$ cat config.mk
export PLATFORM = sky130hd
export DESIGN_NAME = dns_name_text_to_wire_unit
export DESIGN_NICKNAME = d
export VERILOG_FILES = /design/src/rtl/dntw_pkg.sv /design/src/rtl/dntw_core.sv /design/src/rtl/dntw_outbuf.sv /design/src/rtl/dns_name_text_to_wire_unit.sv
export VERILOG_INCLUDE_DIRS = /design/src /design/src/rtl
export SDC_FILE = /design/constraint.sdc
export NUM_CORES = 1
export LEC_CHECK = 0
export CAP_MARGIN = 20
export CORE_ASPECT_RATIO = 0.8
export CORE_UTILIZATION = 55
export DETAILED_ROUTE_END_ITERATION = 6
export DONT_BUFFER_PORTS = 1
export GPL_ROUTABILITY_DRIVEN = 1
export PLACE_DENSITY = 0.7
export SYNTH_ARGS = -nofsm -noshare
export SYNTH_HDL_FRONTEND = slang
export SYNTH_SLANG_ARGS = --single-unit
$ cat constraint.sdc
create_clock -name clk -period 17.8 [get_ports clk]
set_clock_uncertainty 0.1 [all_clocks]
set_input_delay 2.67 -clock clk [delete_from_list [all_inputs] [get_ports clk]]
set_output_delay 2.67 -clock clk [all_outputs]
set_load 0.01 [all_outputs]
$ cat src/rtl/dns_name_text_to_wire_unit_defines.svh
// ----------------------------------------------------------------------------
// DNS name text to wire unit, assertion macros
// Shared helpers for the concurrent checks in the RTL modules.
// ----------------------------------------------------------------------------
`ifndef DNS_NAME_TEXT_TO_WIRE_UNIT_DEFINES_SVH
`define DNS_NAME_TEXT_TO_WIRE_UNIT_DEFINES_SVH

// Same-cycle implication, disabled while reset is asserted.
`define DNTW_ASSERT_IMP(lbl, ck, rn, ante, cons, msg) \
	lbl: assert property (@(posedge ck) disable iff (!rn) (ante) |-> (cons)) else $error(msg);

// Next-cycle implication, disabled while reset is asserted.
`define DNTW_ASSERT_NXT(lbl, ck, rn, ante, cons, msg) \
	lbl: assert property (@(posedge ck) disable iff (!rn) (ante) |=> (cons)) else $error(msg);

`endif

$ cat src/rtl/dntw_pkg.sv
// ----------------------------------------------------------------------------
// DNS name text to wire package
// Types and constants shared by the converter core, result buffer and top.
// ----------------------------------------------------------------------------
`default_nettype none

package dntw_pkg;

	typedef enum logic [1:0] {
		ST_DATA    = 2'd0,
		ST_VALID   = 2'd1,
		ST_PARTIAL = 2'd2,
		ST_INVALID = 2'd3
	} status_t;

	typedef struct packed {
		logic          last;
		status_t       status;
		logic [7:0]    value;
		logic [7:0]    offset;
	} res_t;

	localparam int unsigned BATCH_MAX = 4;

	typedef struct packed {
		logic [2:0]                cnt;
		res_t [BATCH_MAX-1:0]      item;
	} batch_t;

	localparam logic [7:0] CH_DOT       = 8'h2E;
	localparam logic [7:0] CH_BSLASH    = 8'h5C;
	localparam logic [7:0] CH_ZERO      = 8'h30;
	localparam logic [7:0] CH_NINE      = 8'h39;
	localparam logic [7:0] CH_UPPER_A   = 8'h41;
	localparam logic [7:0] CH_UPPER_Z   = 8'h5A;
	localparam logic [7:0] CASE_OFFSET  = 8'd32;
	localparam logic [7:0] TERM_PARTIAL = 8'hFF;
	localparam logic [7:0] TERM_FQDN    = 8'h00;
	localparam logic [9:0] DEC_MAX      = 10'd255;

endpackage

`default_nettype wire

$ cat src/rtl/dntw_core.sv
// ----------------------------------------------------------------------------
// DNS name text to wire converter core
// Holds the running name state and turns one character into a batch of
// up to four buffer writes in a single combinational pass.
// ----------------------------------------------------------------------------
`default_nettype none

`include "dns_name_text_to_wire_unit_defines.svh"

module dntw_core
	import dntw_pkg::*;
#(
	parameter int MAX_LABEL_BYTES = 63,
	parameter int MAX_NAME_BYTES  = 255
) (
	input  wire logic       clk,
	input  wire logic       arst_n,
	input  wire logic       proc,
	input  wire logic [7:0] char_i,
	input  wire logic       fin_i,
	output batch_t          batch
);

	typedef enum logic [1:0] {
		ESC_NONE  = 2'd0,
		ESC_SLASH = 2'd1,
		ESC_ONE   = 2'd2,
		ESC_TWO   = 2'd3
	} esc_t;

	logic [8:0] tl_q;
	logic [6:0] ll_q;
	esc_t       ep_q;
	logic [9:0] ev_q;
	logic       err_q;
	logic       ewd_q;

	logic [8:0] ntl;
	logic [6:0] nll;
	esc_t       nep;
	logic [9:0] nev;
	logic       nerr;
	logic       newd;
	logic       clear;

	always_comb begin
		logic [2:0] k;
		logic       add;
		logic       dot;
		logic       digit;
		logic       do_el;
		logic [7:0] b;
		logic [9:0] dv;
		logic [9:0] v;
		logic [6:0] nl;
		ntl   = tl_q;
		nll   = ll_q;
		nep   = ep_q;
		nev   = ev_q;
		nerr  = err_q;
		newd  = ewd_q;
		clear = 1'b0;
		batch = '0;
		k     = '0;
		add   = 1'b0;
		dot   = 1'b0;
		do_el = 1'b0;
		b     = char_i;
		digit = char_i inside {[CH_ZERO:CH_NINE]};
		dv    = 10'(char_i - CH_ZERO);
		v     = (ev_q << 3) + (ev_q << 1) + dv;
		nl    = ll_q + 7'd1;
		if (fin_i && !err_q && tl_q == 9'd1 && ll_q == 7'd0 && ep_q == ESC_NONE &&
				char_i == CH_DOT) begin
			batch.item[0] = '{last: 1'b0, status: ST_DATA, value: 8'd0, offset: 8'd1};
			batch.item[1] = '{last: 1'b1, status: ST_VALID, value: 8'd1, offset: 8'd0};
			k     = 3'd2;
			clear = 1'b1;
		end else begin
			if (!err_q) begin
				case (ep_q)
					ESC_NONE: begin
						if (char_i == CH_BSLASH) begin
							nep = ESC_SLASH;
						end else if (char_i == CH_DOT) begin
							dot = 1'b1;
						end else begin
							add = 1'b1;
						end
					end
					ESC_SLASH: begin
						if (digit) begin
							nev = dv;
							nep = ESC_ONE;
						end else begin
							nep = ESC_NONE;
							add = 1'b1;
						end
					end
					ESC_ONE: begin
						if (digit) begin
							nev = v;
							nep = ESC_TWO;
						end else begin
							nerr = 1'b1;
						end
					end
					default: begin
						if (digit) begin
							nep = ESC_NONE;
							nev = '0;
							if (v > DEC_MAX) begin
								nerr = 1'b1;
							end else begin
								add = 1'b1;
								b   = v[7:0];
							end
						end else begin
							nerr = 1'b1;
						end
					end
				endcase
				if (add) begin
					if (b inside {[CH_UPPER_A:CH_UPPER_Z]}) begin
						b = b + CASE_OFFSET;
					end
					if (nl > 7'(MAX_LABEL_BYTES) ||
							10'(tl_q) + 10'(nl) + 10'd1 > 10'(MAX_NAME_BYTES)) begin
						nerr = 1'b1;
					end else begin
						nll = nl;
						batch.item[k[1:0]] = '{last: 1'b0, status: ST_DATA, value: b,
							offset: 8'(tl_q + 9'(nl))};
						k = k + 3'd1;
					end
				end
				newd = dot;
			end
			if (fin_i && !nerr && nep != ESC_NONE) begin
				nerr = 1'b1;
			end
			do_el = !nerr && (fin_i || dot);
			if (do_el) begin
				if (nll == 7'd0 || 10'(ntl) + 10'(nll) + 10'd1 > 10'(MAX_NAME_BYTES)) begin
					nerr = 1'b1;
				end else begin
					batch.item[k[1:0]] = '{last: 1'b0, status: ST_DATA, value: 8'(nll),
						offset: ntl[7:0]};
					k   = k + 3'd1;
					ntl = ntl + 9'(nll) + 9'd1;
					nll = '0;
				end
			end
			if (!fin_i) begin
				if (nerr) begin
					k = '0;
				end
			end else begin
				clear = 1'b1;
				if (nerr) begin
					batch.item[0] = '{last: 1'b1, status: ST_INVALID, value: 8'd0,
						offset: 8'd0};
					k = 3'd1;
				end else begin
					batch.item[k[1:0]] = '{last: 1'b0, status: ST_DATA,
						value: newd ? TERM_FQDN : TERM_PARTIAL, offset: ntl[7:0]};
					k = k + 3'd1;
					batch.item[k[1:0]] = '{last: 1'b1,
						status: newd ? ST_VALID : ST_PARTIAL, value: ntl[7:0],
						offset: 8'd0};
					k = k + 3'd1;
				end
			end
		end
		batch.cnt = k;
	end

	always_ff @(posedge clk or negedge arst_n) begin
		if (!arst_n) begin
			tl_q  <= 9'd1;
			ll_q  <= '0;
			ep_q  <= ESC_NONE;
			ev_q  <= '0;
			err_q <= 1'b0;
			ewd_q <= 1'b0;
		end else if (proc) begin
			if (clear) begin
				tl_q  <= 9'd1;
				ll_q  <= '0;
				ep_q  <= ESC_NONE;
				ev_q  <= '0;
				err_q <= 1'b0;
				ewd_q <= 1'b0;
			end else begin
				tl_q  <= ntl;
				ll_q  <= nll;
				ep_q  <= nep;
				ev_q  <= nev;
				err_q <= nerr;
				ewd_q <= newd;
			end
		end
	end

	`DNTW_ASSERT_NXT(a_fin_resets, clk, arst_n, proc && fin_i, tl_q == 9'd1 && ll_q == 7'd0 && ep_q == ESC_NONE && !err_q && !ewd_q, "State not cleared after the last character.")
	`DNTW_ASSERT_IMP(a_label_bound, clk, arst_n, 1'b1, ll_q <= 7'(MAX_LABEL_BYTES), "Label length exceeds its limit.")
	`DNTW_ASSERT_IMP(a_name_bound, clk, arst_n, 1'b1, 10'(tl_q) + 10'(ll_q) <= 10'(MAX_NAME_BYTES), "Name length exceeds its limit.")

endmodule

`default_nettype wire

$ cat src/rtl/dntw_outbuf.sv
// ----------------------------------------------------------------------------
// DNS name text to wire result buffer
// Holds one batch of up to four results and hands them out one per
// transaction; a new batch loads as the previous one drains.
// ----------------------------------------------------------------------------
`default_nettype none

`include "dns_name_text_to_wire_unit_defines.svh"

module dntw_outbuf
	import dntw_pkg::*;
(
	input  wire logic        clk,
	input  wire logic        arst_n,
	input  wire logic        load_i,
	input  batch_t           batch_i,
	output logic             can_load,
	output logic             m_tvalid,
	input  wire logic        m_tready,
	output logic [15:0]      m_tdata,
	output logic [1:0]       m_tuser,
	output logic             m_tlast
);

	res_t [BATCH_MAX-1:0] arr_q;
	logic [2:0]           rem_q;
	logic [1:0]           head_q;
	res_t                 cur;
	logic                 pop;

	assign cur      = arr_q[head_q];
	assign m_tvalid = rem_q != 3'd0;
	assign pop      = m_tvalid && m_tready;
	assign can_load = rem_q == 3'd0 || (rem_q == 3'd1 && m_tready);
	assign m_tdata  = {cur.value, cur.offset};
	assign m_tuser  = cur.status;
	assign m_tlast  = cur.last;

	always_ff @(posedge clk) begin
		if (load_i) begin
			arr_q <= batch_i.item;
		end
	end

	always_ff @(posedge clk or negedge arst_n) begin
		if (!arst_n) begin
			rem_q  <= '0;
			head_q <= '0;
		end else if (load_i) begin
			rem_q  <= batch_i.cnt;
			head_q <= '0;
		end else if (pop) begin
			rem_q  <= rem_q - 3'd1;
			head_q <= head_q + 2'd1;
		end
	end

	`DNTW_ASSERT_IMP(a_rem_range, clk, arst_n, 1'b1, rem_q <= 3'd4, "Result count out of range.")
	`DNTW_ASSERT_IMP(a_last_is_final, clk, arst_n, m_tvalid && m_tlast, rem_q == 3'd1, "Status result is not the final entry of its batch.")
	`DNTW_ASSERT_NXT(a_empty_load, clk, arst_n, load_i && batch_i.cnt == 3'd0, rem_q == 3'd0, "Empty batch produced output.")

endmodule

`default_nettype wire

$ cat src/rtl/dns_name_text_to_wire_unit.sv
// ----------------------------------------------------------------------------
// DNS name text to wire unit
// Converts a presentation-form DNS name, one character per transaction, into
// offset and byte writes of the length-prefixed wire form.
// ----------------------------------------------------------------------------
// Channel  Direction  Handshake          Payload
// s_*      in         s_tvalid/s_tready  tdata: text_char; tlast: final_char
// m_*      out        m_tvalid/m_tready  tdata: wire_offset, wire_value;
//                                        tuser: name_status; tlast: run_end
//
// One character is taken per cycle; the result buffer registers its writes.
// A character yields at most one write, except the last one of a name, which
// yields up to four; those drain one per cycle from the result buffer.
// Sustained rate is one character per cycle while each yields one write.
// Reset returns the name state to an empty name and empties both registers.
// A stall on the output holds the buffer and, once it is full, the input.
// ----------------------------------------------------------------------------
`default_nettype none

module dns_name_text_to_wire_unit
	import dntw_pkg::*;
#(
	parameter int MAX_LABEL_BYTES = 63,
	parameter int MAX_NAME_BYTES  = 255
) (
	input  wire logic        clk,
	input  wire logic        arst_n,
	input  wire logic        s_tvalid,
	output logic             s_tready,
	input  wire logic [7:0]  s_tdata,   // [7:0] text_char
	input  wire logic        s_tlast,
	output logic             m_tvalid,
	input  wire logic        m_tready,
	output logic [15:0]      m_tdata,   // [7:0] wire_offset, [15:8] wire_value
	output logic [1:0]       m_tuser,   // [1:0] name_status
	output logic             m_tlast
);

	logic       valid_s1;
	logic [7:0] char_s1;
	logic       fin_s1;
	logic       can_load;
	logic       proc;
	batch_t     batch;

	assign proc     = valid_s1 && can_load;
	assign s_tready = !valid_s1 || can_load;

	always_ff @(posedge clk) begin
		if (s_tvalid && s_tready) begin
			char_s1 <= s_tdata;
			fin_s1  <= s_tlast;
		end
	end

	always_ff @(posedge clk or negedge arst_n) begin
		if (!arst_n) begin
			valid_s1 <= 1'b0;
		end else if (s_tvalid && s_tready) begin
			valid_s1 <= 1'b1;
		end else if (proc) begin
			valid_s1 <= 1'b0;
		end
	end

	dntw_core #(
		.MAX_LABEL_BYTES (MAX_LABEL_BYTES),
		.MAX_NAME_BYTES  (MAX_NAME_BYTES)
	) u_core (
		.clk    (clk),
		.arst_n (arst_n),
		.proc   (proc),
		.char_i (char_s1),
		.fin_i  (fin_s1),
		.batch  (batch)
	);

	dntw_outbuf u_outbuf (
		.clk      (clk),
		.arst_n   (arst_n),
		.load_i   (proc),
		.batch_i  (batch),
		.can_load (can_load),
		.m_tvalid (m_tvalid),
		.m_tready (m_tready),
		.m_tdata  (m_tdata),
		.m_tuser  (m_tuser),
		.m_tlast  (m_tlast)
	);

endmodule

`default_nettype wire
# [Yosys cells after proc, flatten, opt, wreduce, memory -nomap -nowiden]
# Index checks and enable logic that the tools add are counted.
[word_totals] reg_bits=120 input_bits=13 out_inout_bits=21 elab_cells=219
[op_classes] n_addsub=17 magnitude_cmp=15 eq_ne=10 mux=108 reduce_logical=41
[op_table] cell="$mux W76" n=4
[op_table] cell="$bwmux W76" n=3
[op_table] cell="$mux W19" n=8
[op_table] cell="$demux W19 S2" n=3
[op_table] cell="$mux W9" n=11
[op_table] cell="$mux W57" n=1
[op_table] cell="$mux W7" n=8
[op_table] cell="$mux W8" n=7
[op_table] cell="$bmux W19 S2" n=1
[op_table] cell="$mux W3" n=12
[op_table] cell="$mux W1" n=34
[op_table] cell="$gt A10 B8 Y1 const B" n=3
[op_table] cell="$pmux W9 S3" n=1
[op_table] cell="$mux W2" n=11
[op_table] cell="$add A10 B1 Y10 const B" n=2
[op_table] cell="$add A10 B10 Y10" n=2
[op_table] cell="$add A9 B7 Y10" n=2
[op_table] cell="$logic_and A1 B1 Y1" n=17
[op_table] cell="$mux W16" n=1
[op_table] cell="$logic_not A7 Y1" n=2
[op_table] cell="$lt A2 B3 Y1 const B" n=4
[op_table] cell="$reduce_bool A2 Y1" n=5
[op_table] cell="$add A3 B1 Y3 const B" n=3
[op_table] cell="$add A9 B1 Y9 const B" n=1
[op_table] cell="other kinds (34)" n=45

# [Logic depth before layout (Yosys ltp)]
# Gate-level depths: netlist of run 1.
[depth] word_depth=28 depth_mapped=33 depth_no_buf=30

# [Modules after synthesis]
# Synthesis of run 1 repeated with hierarchy kept, for this count alone.
[hier_totals] cells_unflattened=787 hier_area_um2=8222.9
[modules_own_cells] module="dntw_core" n_inst=1 cells_each=637 area_per_inst_um2=4824.6 seq_area_each_um2=726.9
[modules_own_cells] module="dntw_outbuf" n_inst=1 cells_each=136 area_per_inst_um2=3067.9 seq_area_each_um2=2407.3
[modules_own_cells] module="dns_name_text_to_wire_unit" n_inst=1 cells_each=14 area_per_inst_um2=330.3 seq_area_each_um2=295.3

# [Least setup slack after synthesis of run 1]
# OpenSTA, ideal clock, no wires.
[synth_path] path_kind="reg2reg" from="register char_s1[4]" to="register u_outbuf.arr_q[14] (netlist name) (data pin)" arrival_ns=7.167 required_ns=17.435 setup_slack_ns=10.268 stages_incl_launch_ff=29 n_path_buf=1 path_cell_list="edfxtp_1 ha_1 nor3_2 fa_1 ha_1 or3_1 o32a_1 a2111o_1 a21o_1 or2_4 clkinv_4 clkbuf_1 xnor2_1 ha_1 inv_1 fa_1 a211oi_1 o21bai_1 a21oi_1 a2bb2oi_1 o21a_1 o41ai_2 nor2_1 ha_1 or4_1 a31oi_1 o31ai_1 a21boi_0 or3_1"
[synth_via] elab_chain_cells=28 word_cells_on_any_way=109 classes_between="add/sub (9); order compare (12); eq/ne (2); mux (71); reduce/logical (15)"
[synth_lines] element="start: declaration" line="dns_name_text_to_wire_unit.sv:40" rtl="logic [7:0] char_s1;"
[synth_lines] element="start signal: assignment" line="dns_name_text_to_wire_unit.sv:51" rtl="char_s1 <= s_tdata;"
[synth_lines] element="branches (longest 28 deep; another with $add A10 B10 Y10)"
[synth_lines] element="end signal: assignment" line="dntw_outbuf.sv:41" rtl="arr_q <= batch_i.item;"
[synth_lines] element="end: declaration" line="dntw_outbuf.sv:25" rtl="res_t [BATCH_MAX-1:0] arr_q;"
# Several ways; the timed one is not identified. The select of a mux whose other input is x is not followed.
# A chain may end at the register's enable or synchronous reset.

# [Worst setup path after layout of run 1]
# Same ends and word-level chain as after synthesis.

==> metrics.log, run 1 <==
INFO  metric drive_above_1_share = 10.04%
INFO  metric wirelength = 21.40 mm
INFO  metric timing.critical_path.mode_cell = ha_1
INFO  metric design.core.area = 13790 um^2
INFO  metric drtIter0Drc = 674
INFO  metric die_y = 109.2 um
INFO  metric run_status = finished clean
INFO  metric cp_slowest_cell = or4_1
INFO  metric numCtsBuffers = 17
INFO  metric synthesis.area = 7899 um^2
INFO  metric worst_setup_path_start_kind = flip-flop
INFO  metric fin_crit_share = 47.02%
INFO  metric synth.net_count = 822
INFO  metric finalSetupTns = 0 ps
INFO  metric drc = 0
INFO  metric grt_start_max_net_pins = 85
INFO  metric antenna_found_initial = 0
INFO  metric gp_congestion = 0.9599
INFO  metric worst-setup-path-type = reg2reg
INFO  metric syn_to_final_growth = 8.823%
INFO  metric finalPower = 0.001770 W
INFO  metric synth_warnings = 0
INFO  metric finalWorstPathRequiredPeriod = 8369 ps
INFO  metric antenna_left = 0
INFO  metric maxCapViolations = 0
INFO  metric power.internal = 0.0009825 W
INFO  metric ys_async_sr_fraction = 29.17%
INFO  metric max_slew.worst_pin.slew = 1083 ps
INFO  metric power.switching = 0.0007878 W
INFO  metric ir_drop = 139.6 uV
INFO  metric die_area = 14850 um^2
INFO  metric dieWidth = 136.0 um
INFO  metric maxSlewViolCount = 0
INFO  metric power_switching_share = 44.50%
INFO  metric final.hold.worst_slack = 386.9 ps
INFO  metric crit_family = compound AO/OA/AOI/OAI gates
INFO  metric route.detailed.vias_per_inst = 6.575
INFO  metric post_synth_edffs = 85
INFO  metric synth_flop_cell = edfxtp_1
INFO  metric tritoncts = yes
INFO  metric timing.critical_path.to_type = flip-flop
INFO  metric nNetsFinal = 807
INFO  metric io_buffers = 0
INFO  metric antenna_cells_inserted = 0
INFO  metric power.share.combinational = 49.5%
INFO  metric critical_path_buf_inv_count = 2
INFO  metric number_of_different_library_cells_in_the_post_synthesis_netlist = 83
INFO  metric grt_setup_unrepaired = false
INFO  metric clk_slew_on_worst_s_h_paths = 60 ps
INFO  metric avgRoutedWirePerCell = 22.83 um
INFO  metric ctsHtreeMaxLevel = 4
INFO  metric power.clock.fraction = 19.7%
INFO  metric power_density = 206.0 nW/um^2
INFO  metric cp.arrival = 8430 ps
INFO  metric postCtsSetupBuffers = 0
INFO  metric report.final.setup_viol = 0
INFO  metric hold_buffer_count_at_cts = 0
INFO  metric slew_headroom = 25.72%
INFO  metric grt_pass1_wl = 33.15 mm
INFO  metric finalHoldViolations = 0
INFO  metric cp_slowest_stage_delay = 570 ps
INFO  metric min_delay_path_class = reg2reg
INFO  metric dr.pass1.iters = 6
INFO  metric first_global_vias = 5809
INFO  metric post_synth_inst_count = 759
INFO  metric synth.yosys.seq_area_share = 43.42%
INFO  metric sum_of_net_half_perimeters_after_detailed_placement = 15.41 mm
INFO  metric ioPinCount = 34
INFO  metric clockBufferDepth = 2
INFO  metric average_footprint_of_a_synthesized_cell = 10.41 um^2
INFO  metric grt_remaining_overflow = 0
INFO  metric crit_required = 17870 ps
INFO  metric worst_skew_pair.late_latency = 430 ps
INFO  metric p_leak = 3.480 nW
INFO  metric pwr-share-seq = 30.8%
INFO  metric globalRouteTotalUtil = 30.60%
INFO  metric initial_core_util = 57.29%
INFO  metric postCtsResizedCells = 0
INFO  metric critical_path_fanout_max = 30
INFO  metric rows = 38
INFO  metric fin_cells = 937
INFO  metric clock-root-buffer = clkbuf_16
INFO  metric dpl.cell_count = 905
INFO  metric num_vias = 6161
INFO  metric clock_sinks = 120
INFO  metric ys_ff_latch = 120
INFO  metric max_freq = 119.5 MHz
Yosys cell counts, types with 10 or more instances:
| master | count | area, um^2 |
|---|---|---|
| a21oi_1 | 32 | 160.2 |
| dfrtp_1 | 34 | 850.8 |
| and3_1 | 13 | 81.33 |
| xnor2_1 | 16 | 140.1 |
| fa_1 | 10 | 200.2 |
| a21o_1 | 13 | 97.59 |
| o21a_1 | 10 | 75.07 |
| clkbuf_1 | 24 | 90.09 |
| mux4_2 | 19 | 427.9 |
| nand3_1 | 29 | 145.1 |
| nand2_1 | 57 | 214.0 |
| o21ai_0 | 63 | 315.3 |
| edfxtp_1 | 85 | 2552 |
| o211ai_1 | 10 | 75.07 |
| inv_1 | 41 | 153.9 |
| ha_1 | 40 | 500.5 |
| nor3_1 | 17 | 85.08 |
| mux2i_1 | 13 | 130.1 |
| nor2_1 | 62 | 232.7 |
logic make-up after synthesis:
family	share of synthesized area, %
adders and majority gates	8.871
AOI/OAI and AO/OA	18.09
and+or+nand+nor	14.99
muxes	7.350
DFF	43.42
xor gates and xnor gates	2.946
buffers and inverters	4.340
placed cells by master, fill, tap and decap left out, drive strengths merged, types with 16 or more instances in the layout:
master,count
nand3,29
ha,40
xnor2,16
a21oi,32
nand2,57
nor2,62
dfrtp,34
nor3,19
inv,48
clkbuf,17
o21ai,65
edfxtp,85
mux4,19
state kept, by name, summed over array words and instances, names as in the netlist, 2 cells and up:
| name | count |
|---|---|
| u_outbuf.arr_q | 76 |
| u_core.ev_q | 9 |
| u_core.tl_q | 9 |
| char_s1 | 8 |
| u_core.ll_q | 7 |
| u_outbuf.rem_q | 3 |
| u_core.ep_q | 2 |
| u_outbuf.head_q | 2 |
routing by layer:
| metal | vias to the layer above | GRT usage [%] | routed length [um] |
|---|---|---|---|
| li1 | 2823 | - | - |
| met1 | 2986 | 45.75 | 9952 |
| met2 | 319 | 43.51 | 8998 |
| met3 | 33 | 6.602 | 2036 |
| met4 | 0 | 10.63 | 408 |
| met5 | - | 0 | 0 |
stage by stage:
| step | utilization [%] | setup slack, ps | instance area [um^2] |
|---|---|---|---|
| 3_5_place_dp | 58.05 | 9608 | 8004 |
| 4_1_cts | 62.34 | 9568 | 8596 |
| 5_1_grt | 62.34 | 9009 | 8596 |
| 2_1_floorplan | - | 10270 | 7899 |
| 3_3_place_gp | 58.05 | 9833 | 8004 |
| 6_report | 62.34 | 9431 | 8596 |
final cells by class:
type,instances,area (um^2)
inverter,44,171.4
fill,1137,5192
clock inverter,15,166.4
tap,180,225.2
clock buffer,17,425.4
multi-input combinational,555,4133
timing repair buffer,6,45.04
sequential,120,3430
final timing paths:
path                                            start                               end  slack [ps]  depth (start not counted)
max in group asynchronous                      arst_n        u_core.tl_q[0]$_DFFE_PN1P_       15580                          0
max reg2reg                      char_s1[4]$_DFFE_PP_  u_outbuf.arr_q[14]$_SDFFCE_PP0P_        9430                         27
min                        u_core.ev_q[3]$_DFFE_PN0P_        u_core.ev_q[3]$_DFFE_PN0P_         390                          2
max                              char_s1[4]$_DFFE_PP_  u_outbuf.arr_q[14]$_SDFFCE_PP0P_        9430                         27
min reg2reg                u_core.ev_q[3]$_DFFE_PN0P_        u_core.ev_q[3]$_DFFE_PN0P_         390                          2
min in group asynchronous                      arst_n        u_core.ep_q[1]$_DFFE_PN0P_        1830                          0
power by group through the flow:
| stage | clock [W] | sequential (W) | combinational, W |
|---|---|---|---|
| 6_report | 0.000348 | 0.000545 | 0.000877 |
| 5_1_grt | 0.000360 | 0.000556 | 0.000951 |
| 4_1_cts | 0.000350 | 0.000544 | 0.000862 |
| 3_5_place_dp | 0 | 0.000549 | 0.000855 |
| 3_3_place_gp | 0 | 0.000543 | 0.000841 |
| 2_1_floorplan | 0 | 0.000515 | 0.000657 |
worst register-to-register path, stage by stage, from the launching register on:
cell	delay, ps
edfxtp_1	530
ha_1	330
nor3_2	310
fa_1	480
ha_1	360
or3_1	380
o32a_1	210
a2111o_1	460
a21o_1	220
or2_4	390
clkinv_4	180
xnor2_1	160
ha_1	230
inv_1	60
fa_1	420
a211oi_1	240
o21bai_1	120
a21oi_1	240
a2bb2oi_1	180
o21a_1	210
o41ai_2	150
nor2_1	180
ha_1	310
or4_1	570
a31oi_1	300
o31ai_1	200
a21boi_0	210
or3_1	380
No activity file was read; power rests on OpenSTA's default activity.
==> run 2: changes to the inputs <==
--- a/config.mk
+++ b/config.mk
@@ -12,7 +12,7 @@
 export DETAILED_ROUTE_END_ITERATION = 6
 export DONT_BUFFER_PORTS = 1
 export GPL_ROUTABILITY_DRIVEN = 1
-export PLACE_DENSITY = 0.7
+export PLACE_DENSITY = 0.73
 export SYNTH_ARGS = -nofsm -noshare
 export SYNTH_HDL_FRONTEND = slang
 export SYNTH_SLANG_ARGS = --single-unit
==> constraint.sdc (replaced) <==
create_clock -name clk -period 7 [get_ports clk]
set_clock_uncertainty 0.1 [all_clocks]
set_input_delay 1.05 -clock clk [delete_from_list [all_inputs] [get_ports clk]]
set_output_delay 1.05 -clock clk [all_outputs]
set_load 0.01 [all_outputs]
==> run 2 against run 1 <==
The flow now finishes with violations (negative setup slack). Power grew to 2.9 times the previous value. Register-to-register slack worse by 9600 ps. Sequential cell count stayed put. Via count is 11% higher. Critical endpoint unchanged. Largest power group unchanged. Highest routed layer unchanged.
==> metrics.log, run 2 (same netlist as run 1, synthesis figures left out) <==
INFO  metric initial_core_util = 57.29% (unchanged)
INFO  metric max_freq = 139.6 MHz (+17%)
INFO  metric ctsHtreeMaxLevel = 4 (unchanged)
INFO  metric critPathCapture = u_outbuf.arr_q[14]$_SDFFCE_PP0P_
INFO  metric finalWorstSetupSlack = -165.1 ps (-9596 ps)
INFO  metric slew_headroom = 25.99% (+0.27 points)
INFO  metric commonest_non_fill_non_tap_cell_in_the_layout = buf_4
INFO  metric finalSetupTns = -640.8 ps (-640.8 ps)
INFO  metric nNetsFinal = 899 (+11%)
INFO  metric clock-root-buffer = clkbuf_16
INFO  metric critical_path_fanout_max = 5 (-83%)
INFO  metric ff2ff_path_depth = 26 (-3.7%)
INFO  metric finalPower = 0.005209 W (+190%)
INFO  metric layout_top_registers = u_outbuf.arr_q x76, u_core.ev_q x9, u_core.tl_q x9
INFO  metric timing.critical_path.to_type = flip-flop
INFO  metric sum_of_net_half_perimeters_after_detailed_placement = 16.76 mm (+8.8%)
INFO  metric top_register = u_outbuf.arr_q
INFO  metric syn_to_final_growth = 23.68%
INFO  metric first_global_vias = 6495 (+12%)
INFO  metric maxSlewViolCount = 0 (unchanged)
INFO  metric antenna_cells_inserted = 0 (unchanged)
INFO  metric worst-setup-path-type = reg2reg
INFO  metric largest_reg_flops = 76 (unchanged)
INFO  metric finish.instance_area = 9769 um^2 (+14%)
INFO  metric p_leak = 4.018 nW (+15%)
INFO  metric fin_crit_share = 102.4% (+55 points)
INFO  metric clk_slew_on_worst_s_h_paths = 60 ps (about the same)
INFO  metric power_density = 533.2 nW/um^2 (+160%)
INFO  metric design.core.area = 13790 um^2 (unchanged)
INFO  metric failed_checks = negative setup slack
INFO  metric antenna_found_initial = 0 (unchanged)
INFO  metric numCtsBuffers = 17 (unchanged)
INFO  metric run_status = complete, but fails checks
INFO  metric timing.rr.end = u_outbuf.arr_q[14]$_SDFFCE_PP0P_
INFO  metric drive_above_1_share = 27.33% (+17 points)
INFO  metric cp.arrival = 7230 ps (-1200 ps)
INFO  metric finalWorstPathRequiredPeriod = 7165 ps (-1204 ps)
INFO  metric drc = 0 (unchanged)
INFO  metric dpl_cell_area = 8640 um^2 (+7.9%)
INFO  metric layout.cells.most_common_list = buf_4 (92), edfxtp_1 (85), nor2_1 (57), nand2_1 (54), o21ai_0 (49)
INFO  metric rows = 38 (unchanged)
INFO  metric num_vias = 6841 (+11%)
INFO  metric io_buffers = 0 (unchanged)
INFO  metric max_slew.worst_pin.slew = 1110 ps (+26.92 ps)
INFO  metric dr.pass1.iters = 6 (unchanged)
INFO  metric tritoncts = yes
INFO  metric dieWidth = 136.0 um (unchanged)
INFO  metric crit-reg2reg-launch = char_s1[5]$_DFFE_PP_
INFO  metric min_delay_path_class = in2async
INFO  metric finalHoldViolations = 0 (unchanged)
INFO  metric die_area = 14850 um^2 (unchanged)
INFO  metric clockBufferDepth = 2 (unchanged)
INFO  metric worst_skew_pair.late_latency = 420 ps (about the same)
INFO  metric antenna_left = 0 (unchanged)
INFO  metric report.final.setup_viol = 11 (+11)
INFO  metric ioPinCount = 34 (unchanged)
INFO  metric ir_drop = 410.0 uV (+190%)
INFO  metric crit_required = 7060 ps (-10810 ps)
INFO  metric globalRouteTotalUtil = 32.79% (+2.2 points)
INFO  metric r2r_setup_slack = -170 ps (-9600 ps)
INFO  metric pre_cts_slack = -196.2 ps (-9804 ps)
INFO  metric maxCapViolations = 0 (unchanged)
INFO  metric worst_setup_path_start_kind = flip-flop
INFO  metric grt_setup_unrepaired = true
INFO  metric grt_start_max_net_pins = 88 (+3.5%)
INFO  metric die_y = 109.2 um (unchanged)
INFO  metric grt_remaining_overflow = 0 (unchanged)
INFO  metric avgRoutedWirePerCell = 22.77 um (-0.26%)
INFO  metric route.detailed.vias_per_inst = 6.648 (+1.1%)
INFO  metric grt_pass1_wl = 36.00 mm (+8.6%)
INFO  metric drtIter0Drc = 764 (+13%)
INFO  metric gp_congestion = 0.9797 (+2.1%)
INFO  metric crit_path_start = char_s1[5]$_DFFE_PP_
INFO  metric finalCoreUtilization = 70.85% (+8.5 points)
INFO  metric wirelength = 23.43 mm (+9.5%)
INFO  metric clock_sinks = 120 (unchanged)
[run 2: changes by cell type in the layout (fill, tap and decap cells not counted), sizes merged]
cell	before	now
buf	6	98
inv	48	52
clkinv	7	5
clkinvlp	2	1
bufinv	2	1
[run 2: per-layer routing]
metal | track usage, % | share of wire [%]
met4 | 9.127 | 1.7
met1 | 48.61 | 44
met5 | 0 | 0
met2 | 49.23 | 44
met3 | 5.718 | 10
[run 2: worst min-delay path by stage]
stage,from,cells past startpoint,end
floorplan,u_outbuf.rem_q[1]$_DFFE_PN0P_,1,u_outbuf.rem_q[1]$_DFFE_PN0P_
global placement,u_core.ev_q[4]$_DFFE_PN0P_,2,u_core.ev_q[4]$_DFFE_PN0P_
detailed placement,u_outbuf.rem_q[1]$_DFFE_PN0P_,1,u_outbuf.rem_q[1]$_DFFE_PN0P_
CTS,arst_n,0,u_core.tl_q[8]$_DFFE_PN0P_
global route,arst_n,0,u_outbuf.head_q[0]$_DFFE_PN0P_
finish,arst_n,0,u_core.ev_q[2]$_DFFE_PN0P_
[run 2: stage by stage]
| step | cells | hold slack [ps] |
|---|---|---|
| floorplan | 759 | 349.8 |
| global placement | 978 | 365.9 |
| detailed placement | 978 | 370.3 |
| CTS | 1018 | 210.9 |
| global route | 1029 | 211.4 |
| finish | 1029 | 219.2 |
[run 2: report_power, final]
part,leakage [nW],switching [W],internal [W],total (W)
sequential,1.28,0.000165,0.00121,0.00138
clock,0.289,0.000369,0.000504,0.000873
combinational,2.45,0.00176,0.00120,0.00296
total,4.02,0.00229,0.00292,0.00521
[run 2: what timing repair did]
| action | 4_1_cts | 5_1_grt |
|---|---|---|
| gates resized for setup | 25 | 69 |
| pin swaps | 14 | 19 |
| buffers inserted | 8 | 11 |
| gates cloned | 0 | 1 |
| hold buffers | 0 | 0 |
| endpoints found under the setup margin | 27 | 68 |
[run 2: layout make-up]
| type | instances | area (um^2) |
|---|---|---|
| clock buffers | 17 | 425.4 |
| clock inverters | 15 | 156.4 |
| fillers | 977 | 4019 |
| inverters | 44 | 176.4 |
| multi-input cells | 555 | 4586 |
| flip-flops and latches | 120 | 3430 |
| well taps | 180 | 225.2 |
| repair buffers | 98 | 770.7 |
[run 2: worst max-delay path, stage by stage, from the launching register on]
cell	delay, ps
edfxtp_1	510
ha_4	240
nor3_4	150
fa_1	490
ha_4	250
or3_1	380
o32a_1	190
a2111o_1	480
a21o_1	210
or2_4	300
inv_8	100
nand2_2	60
o21ai_2	80
ha_1	250
nor2b_4	130
o31a_1	240
o21a_1	190
o41ai_2	360
o21a_2	250
o41ai_4	100
nor2_1	170
ha_1	260
or4_4	530
a31oi_4	200
o31ai_4	80
a21boi_2	210
or3_1	370
==> run 3: changes to the inputs <==
--- a/config.mk
+++ b/config.mk
@@ -6,13 +6,13 @@
 export SDC_FILE = /design/constraint.sdc
 export NUM_CORES = 1
 export LEC_CHECK = 0
+export BUFFER_PORTS_ARGS = -buffer_cell sky130_fd_sc_hd__buf_2
 export CAP_MARGIN = 20
 export CORE_ASPECT_RATIO = 0.8
 export CORE_UTILIZATION = 55
 export DETAILED_ROUTE_END_ITERATION = 6
-export DONT_BUFFER_PORTS = 1
 export GPL_ROUTABILITY_DRIVEN = 1
-export PLACE_DENSITY = 0.73
+export PLACE_DENSITY = 0.72
 export SYNTH_ARGS = -nofsm -noshare
 export SYNTH_HDL_FRONTEND = slang
 export SYNTH_SLANG_ARGS = --single-unit
==> constraint.sdc (replaced) <==
create_clock -name clk -period 8.7 [get_ports clk]
set_clock_uncertainty 0.1 [all_clocks]
set_input_delay 1.305 -clock clk [delete_from_list [all_inputs] [get_ports clk]]
set_output_delay 1.305 -clock clk [all_outputs]
set_load 0.01 [all_outputs]
==> run 3 against run 2 <==
The run now ends clean. Count of clock-buffer cells in the layout stayed put. Sequential cell count stayed put. First-iteration DRC count is 5.4% lower. Utilization is 7.0 points lower. Fmax is 14% lower. Power is 29% lower. Sequential power is 19% lower. Hold slack better by 180 ps. Combinational power is 37% lower. Sequential share of layout area is 3.8 points higher. Highest routed layer unchanged.
==> metrics.log, run 3 (same netlist as run 1, synthesis figures left out) <==
INFO  metric drive_above_1_share = 14.59% (-13 points)
INFO  metric io_buffers = 33 (+33)
INFO  metric num_vias = 6305 (-7.8%)
INFO  metric wirelength = 21.13 mm (-9.8%)
INFO  metric layout.cells.most_common_list = edfxtp_1 (85), nor2_1 (62), o21ai_0 (62), nand2_1 (57), inv_1 (41)
INFO  metric ir_drop = 315.2 uV (-23%)
INFO  metric fin_crit_share = 95.32% (-7.0 points)
INFO  metric dr.pass1.iters = 5 (-1)
INFO  metric hold_buffer_count_at_cts = 0 (unchanged)
INFO  metric timing.critical_path.to_type = flip-flop
INFO  metric clock_sinks = 120 (unchanged)
INFO  metric power_density = 420.2 nW/um^2 (-21%)
INFO  metric top_register = u_outbuf.arr_q
INFO  metric seqCellArea = 3430 um^2 (unchanged)
INFO  metric multi_input_comb_area = 4138 um^2 (-9.8%)
INFO  metric cp.arrival = 8370 ps (+1140 ps)
INFO  metric worst_skew_pair.late_latency = 430 ps (about the same)
INFO  metric largest_reg_flops = 76 (unchanged)
INFO  metric report.final.setup_viol = 0 (-11)
INFO  metric route.top_layer_used = met4
INFO  metric dpl.cell_count = 942 (-3.7%)
INFO  metric finalWorstPathRequiredPeriod = 8292 ps (+1127 ps)
INFO  metric globalRouteTotalUtil = 30.84% (-1.9 points)
INFO  metric drtIter0Drc = 723 (-5.4%)
INFO  metric gp_congestion = 0.9413 (-3.9%)
INFO  metric hold_start = u_core.ev_q[3]$_DFFE_PN0P_
INFO  metric worst-setup-path-type = reg2reg
INFO  metric maxSlewViolCount = 0 (unchanged)
INFO  metric r2r_setup_slack = 410 ps (+570 ps)
INFO  metric max_slew.worst_pin.slew = 1090 ps (-20.52 ps)
INFO  metric finalHoldViolations = 0 (unchanged)
INFO  metric nNetsFinal = 845 (-6.0%)
INFO  metric timing.rr.end = u_outbuf.arr_q[14]$_SDFFCE_PP0P_
INFO  metric syn_to_final_growth = 11.47%
INFO  metric grt_start_max_net_pins = 90 (+2.3%)
INFO  metric design.core.area = 13790 um^2 (unchanged)
INFO  metric ioPinCount = 34 (unchanged)
INFO  metric clock-root-buffer = clkbuf_16
INFO  metric antenna_cells_inserted = 0 (unchanged)
INFO  metric tritoncts = yes
INFO  metric critical_path_fanout_max = 30 (+25)
INFO  metric finish.instance_area = 8805 um^2 (-9.9%)
INFO  metric worst_setup_path_start_kind = flip-flop
INFO  metric clk_slew_on_worst_s_h_paths = 60 ps (about the same)
INFO  metric avgRoutedWirePerCell = 21.67 um (-4.9%)
INFO  metric antenna_found_initial = 0 (unchanged)
INFO  metric grt_remaining_overflow = 0 (unchanged)
INFO  metric grt_setup_unrepaired = false
INFO  metric die_y = 109.2 um (unchanged)
INFO  metric grt_pass1_wl = 33.56 mm (-6.8%)
INFO  metric finalPower = 0.003700 W (-29%)
INFO  metric commonest_non_fill_non_tap_cell_in_the_layout = edfxtp_1
INFO  metric first_global_vias = 6109 (-5.9%)
INFO  metric timing.hold.worst_path_depth = 2
INFO  metric route.met2.wl = 8.581 mm (-17%)
INFO  metric numCtsBuffers = 17 (unchanged)
INFO  metric die_area = 14850 um^2 (unchanged)
INFO  metric fin_cells = 975 (-5.2%)
INFO  metric finalSetupTns = 0 ps (+640.8 ps)
INFO  metric slew_headroom = 27.36% (+1.4 points)
INFO  metric min_delay_path_class = reg2reg
INFO  metric initial_core_util = 57.29% (unchanged)
INFO  metric layout_top_registers = u_outbuf.arr_q x76, u_core.ev_q x9, u_core.tl_q x9
INFO  metric maxCapViolations = 0 (unchanged)
INFO  metric drc = 0 (unchanged)
INFO  metric clockBufferDepth = 2 (unchanged)
INFO  metric crit_path_start = char_s1[4]$_DFFE_PP_
INFO  metric rows = 38 (unchanged)
INFO  metric finalCoreUtilization = 63.86% (-7.0 points)
INFO  metric crit_required = 8770 ps (+1710 ps)
INFO  metric final.fill_count = 1078 (+10%)
INFO  metric ff2ff_path_depth = 27 (+3.8%)
INFO  metric p_leak = 3.630 nW (-9.7%)
INFO  metric max_freq = 120.6 MHz (-14%)
INFO  metric antenna_left = 0 (unchanged)
INFO  metric dieWidth = 136.0 um (unchanged)
INFO  metric dpl_cell_area = 8199 um^2 (-5.1%)
INFO  metric crit-reg2reg-launch = char_s1[4]$_DFFE_PP_
INFO  metric dr_wl_met3 = 2.121 mm (-9.2%)
INFO  metric sum_of_net_half_perimeters_after_detailed_placement = 15.26 mm (-8.9%)
INFO  metric ctsHtreeMaxLevel = 4 (unchanged)
INFO  metric whs_endpoint = u_core.ev_q[3]$_DFFE_PN0P_
INFO  metric route.detailed.vias_per_inst = 6.467 (-2.7%)
INFO  metric run_status = finished clean
INFO  metric drt-met1-wl = 9.992 mm (-3.1%)
## run 3: cell count changes in the layout (fill, tap and decap cells not counted), sizes merged
cell      previous run  this run
clkinv               5         9
buf                 98        44
clkinvlp             1         2
bufinv               1         2
inv                 52        46
## run 3: worst max path at each step
stage / endpoint / slack [ps] / cells past startpoint
2_1_floorplan: u_outbuf.arr_q[14]$_SDFFCE_PP0P_ / 1170 / 28
3_3_place_gp: u_outbuf.arr_q[14]$_SDFFCE_PP0P_ / 770 / 27
3_5_place_dp: u_outbuf.arr_q[14]$_SDFFCE_PP0P_ / 460 / 27
4_1_cts: u_outbuf.arr_q[14]$_SDFFCE_PP0P_ / 420 / 27
5_1_grt: u_outbuf.arr_q[14]$_SDFFCE_PP0P_ / 10 / 27
6_report: u_outbuf.arr_q[14]$_SDFFCE_PP0P_ / 410 / 27
## run 3: per-stage QoR
step | setup WS [ps] | hold slack [ps]
floorplan | 1168 | 349.8
global placement | 766.7 | 366.5
detailed placement | 460.5 | 376.9
CTS | 423.8 | 400.9
global route | 14.30 | 426.6
finish | 407.6 | 399.0
## run 3: power breakdown
group | total (W) | switching, W | internal, W
registers | 0.00112 | 0.000145 | 0.000974
clock network | 0.000709 | 0.000282 | 0.000427
logic | 0.00187 | 0.00120 | 0.000673
total | 0.00370 | 0.00163 | 0.00207
## run 3: cell type report
type                    count  area share [%]
inverters                  44           1.947
flip-flops and latches    120           38.95
multi-input cells         555           46.99
repair buffers             44           2.814
clock inverters            15           1.904
well taps                 180           2.558
clock buffers              17           4.832
## run 3: critical path, stage by stage (launching register included)
cell and delay (ps):
edfxtp_1 460, ha_1 310, nor3_2 290, fa_1 490
ha_1 360, or3_1 380, o32a_1 200, a2111o_1 460
a21o_1 230, or2_4 380, clkinv_4 180, xnor2_1 170
ha_1 230, inv_1 60, fa_1 420, a211oi_1 230
o21bai_1 130, a21oi_1 230, a2bb2oi_1 180, o21a_1 210
o41ai_2 150, nor2_1 170, ha_1 310, or4_1 590
a31oi_1 310, o31ai_1 200, a21boi_0 210, or3_1 380
## run 3: what timing repair did
action / CTS / global route
endpoints found under the setup margin: 0 / 3
resized for setup: 0 / 2
setup buffers: 0 / 1
## run 3: routing by layer
layer  track usage [%]  vias up
li1                  -     2904
met1             45.98     3018
met2             42.20      338
met3             9.344       45
met4             9.762        0
met5             1.736        -
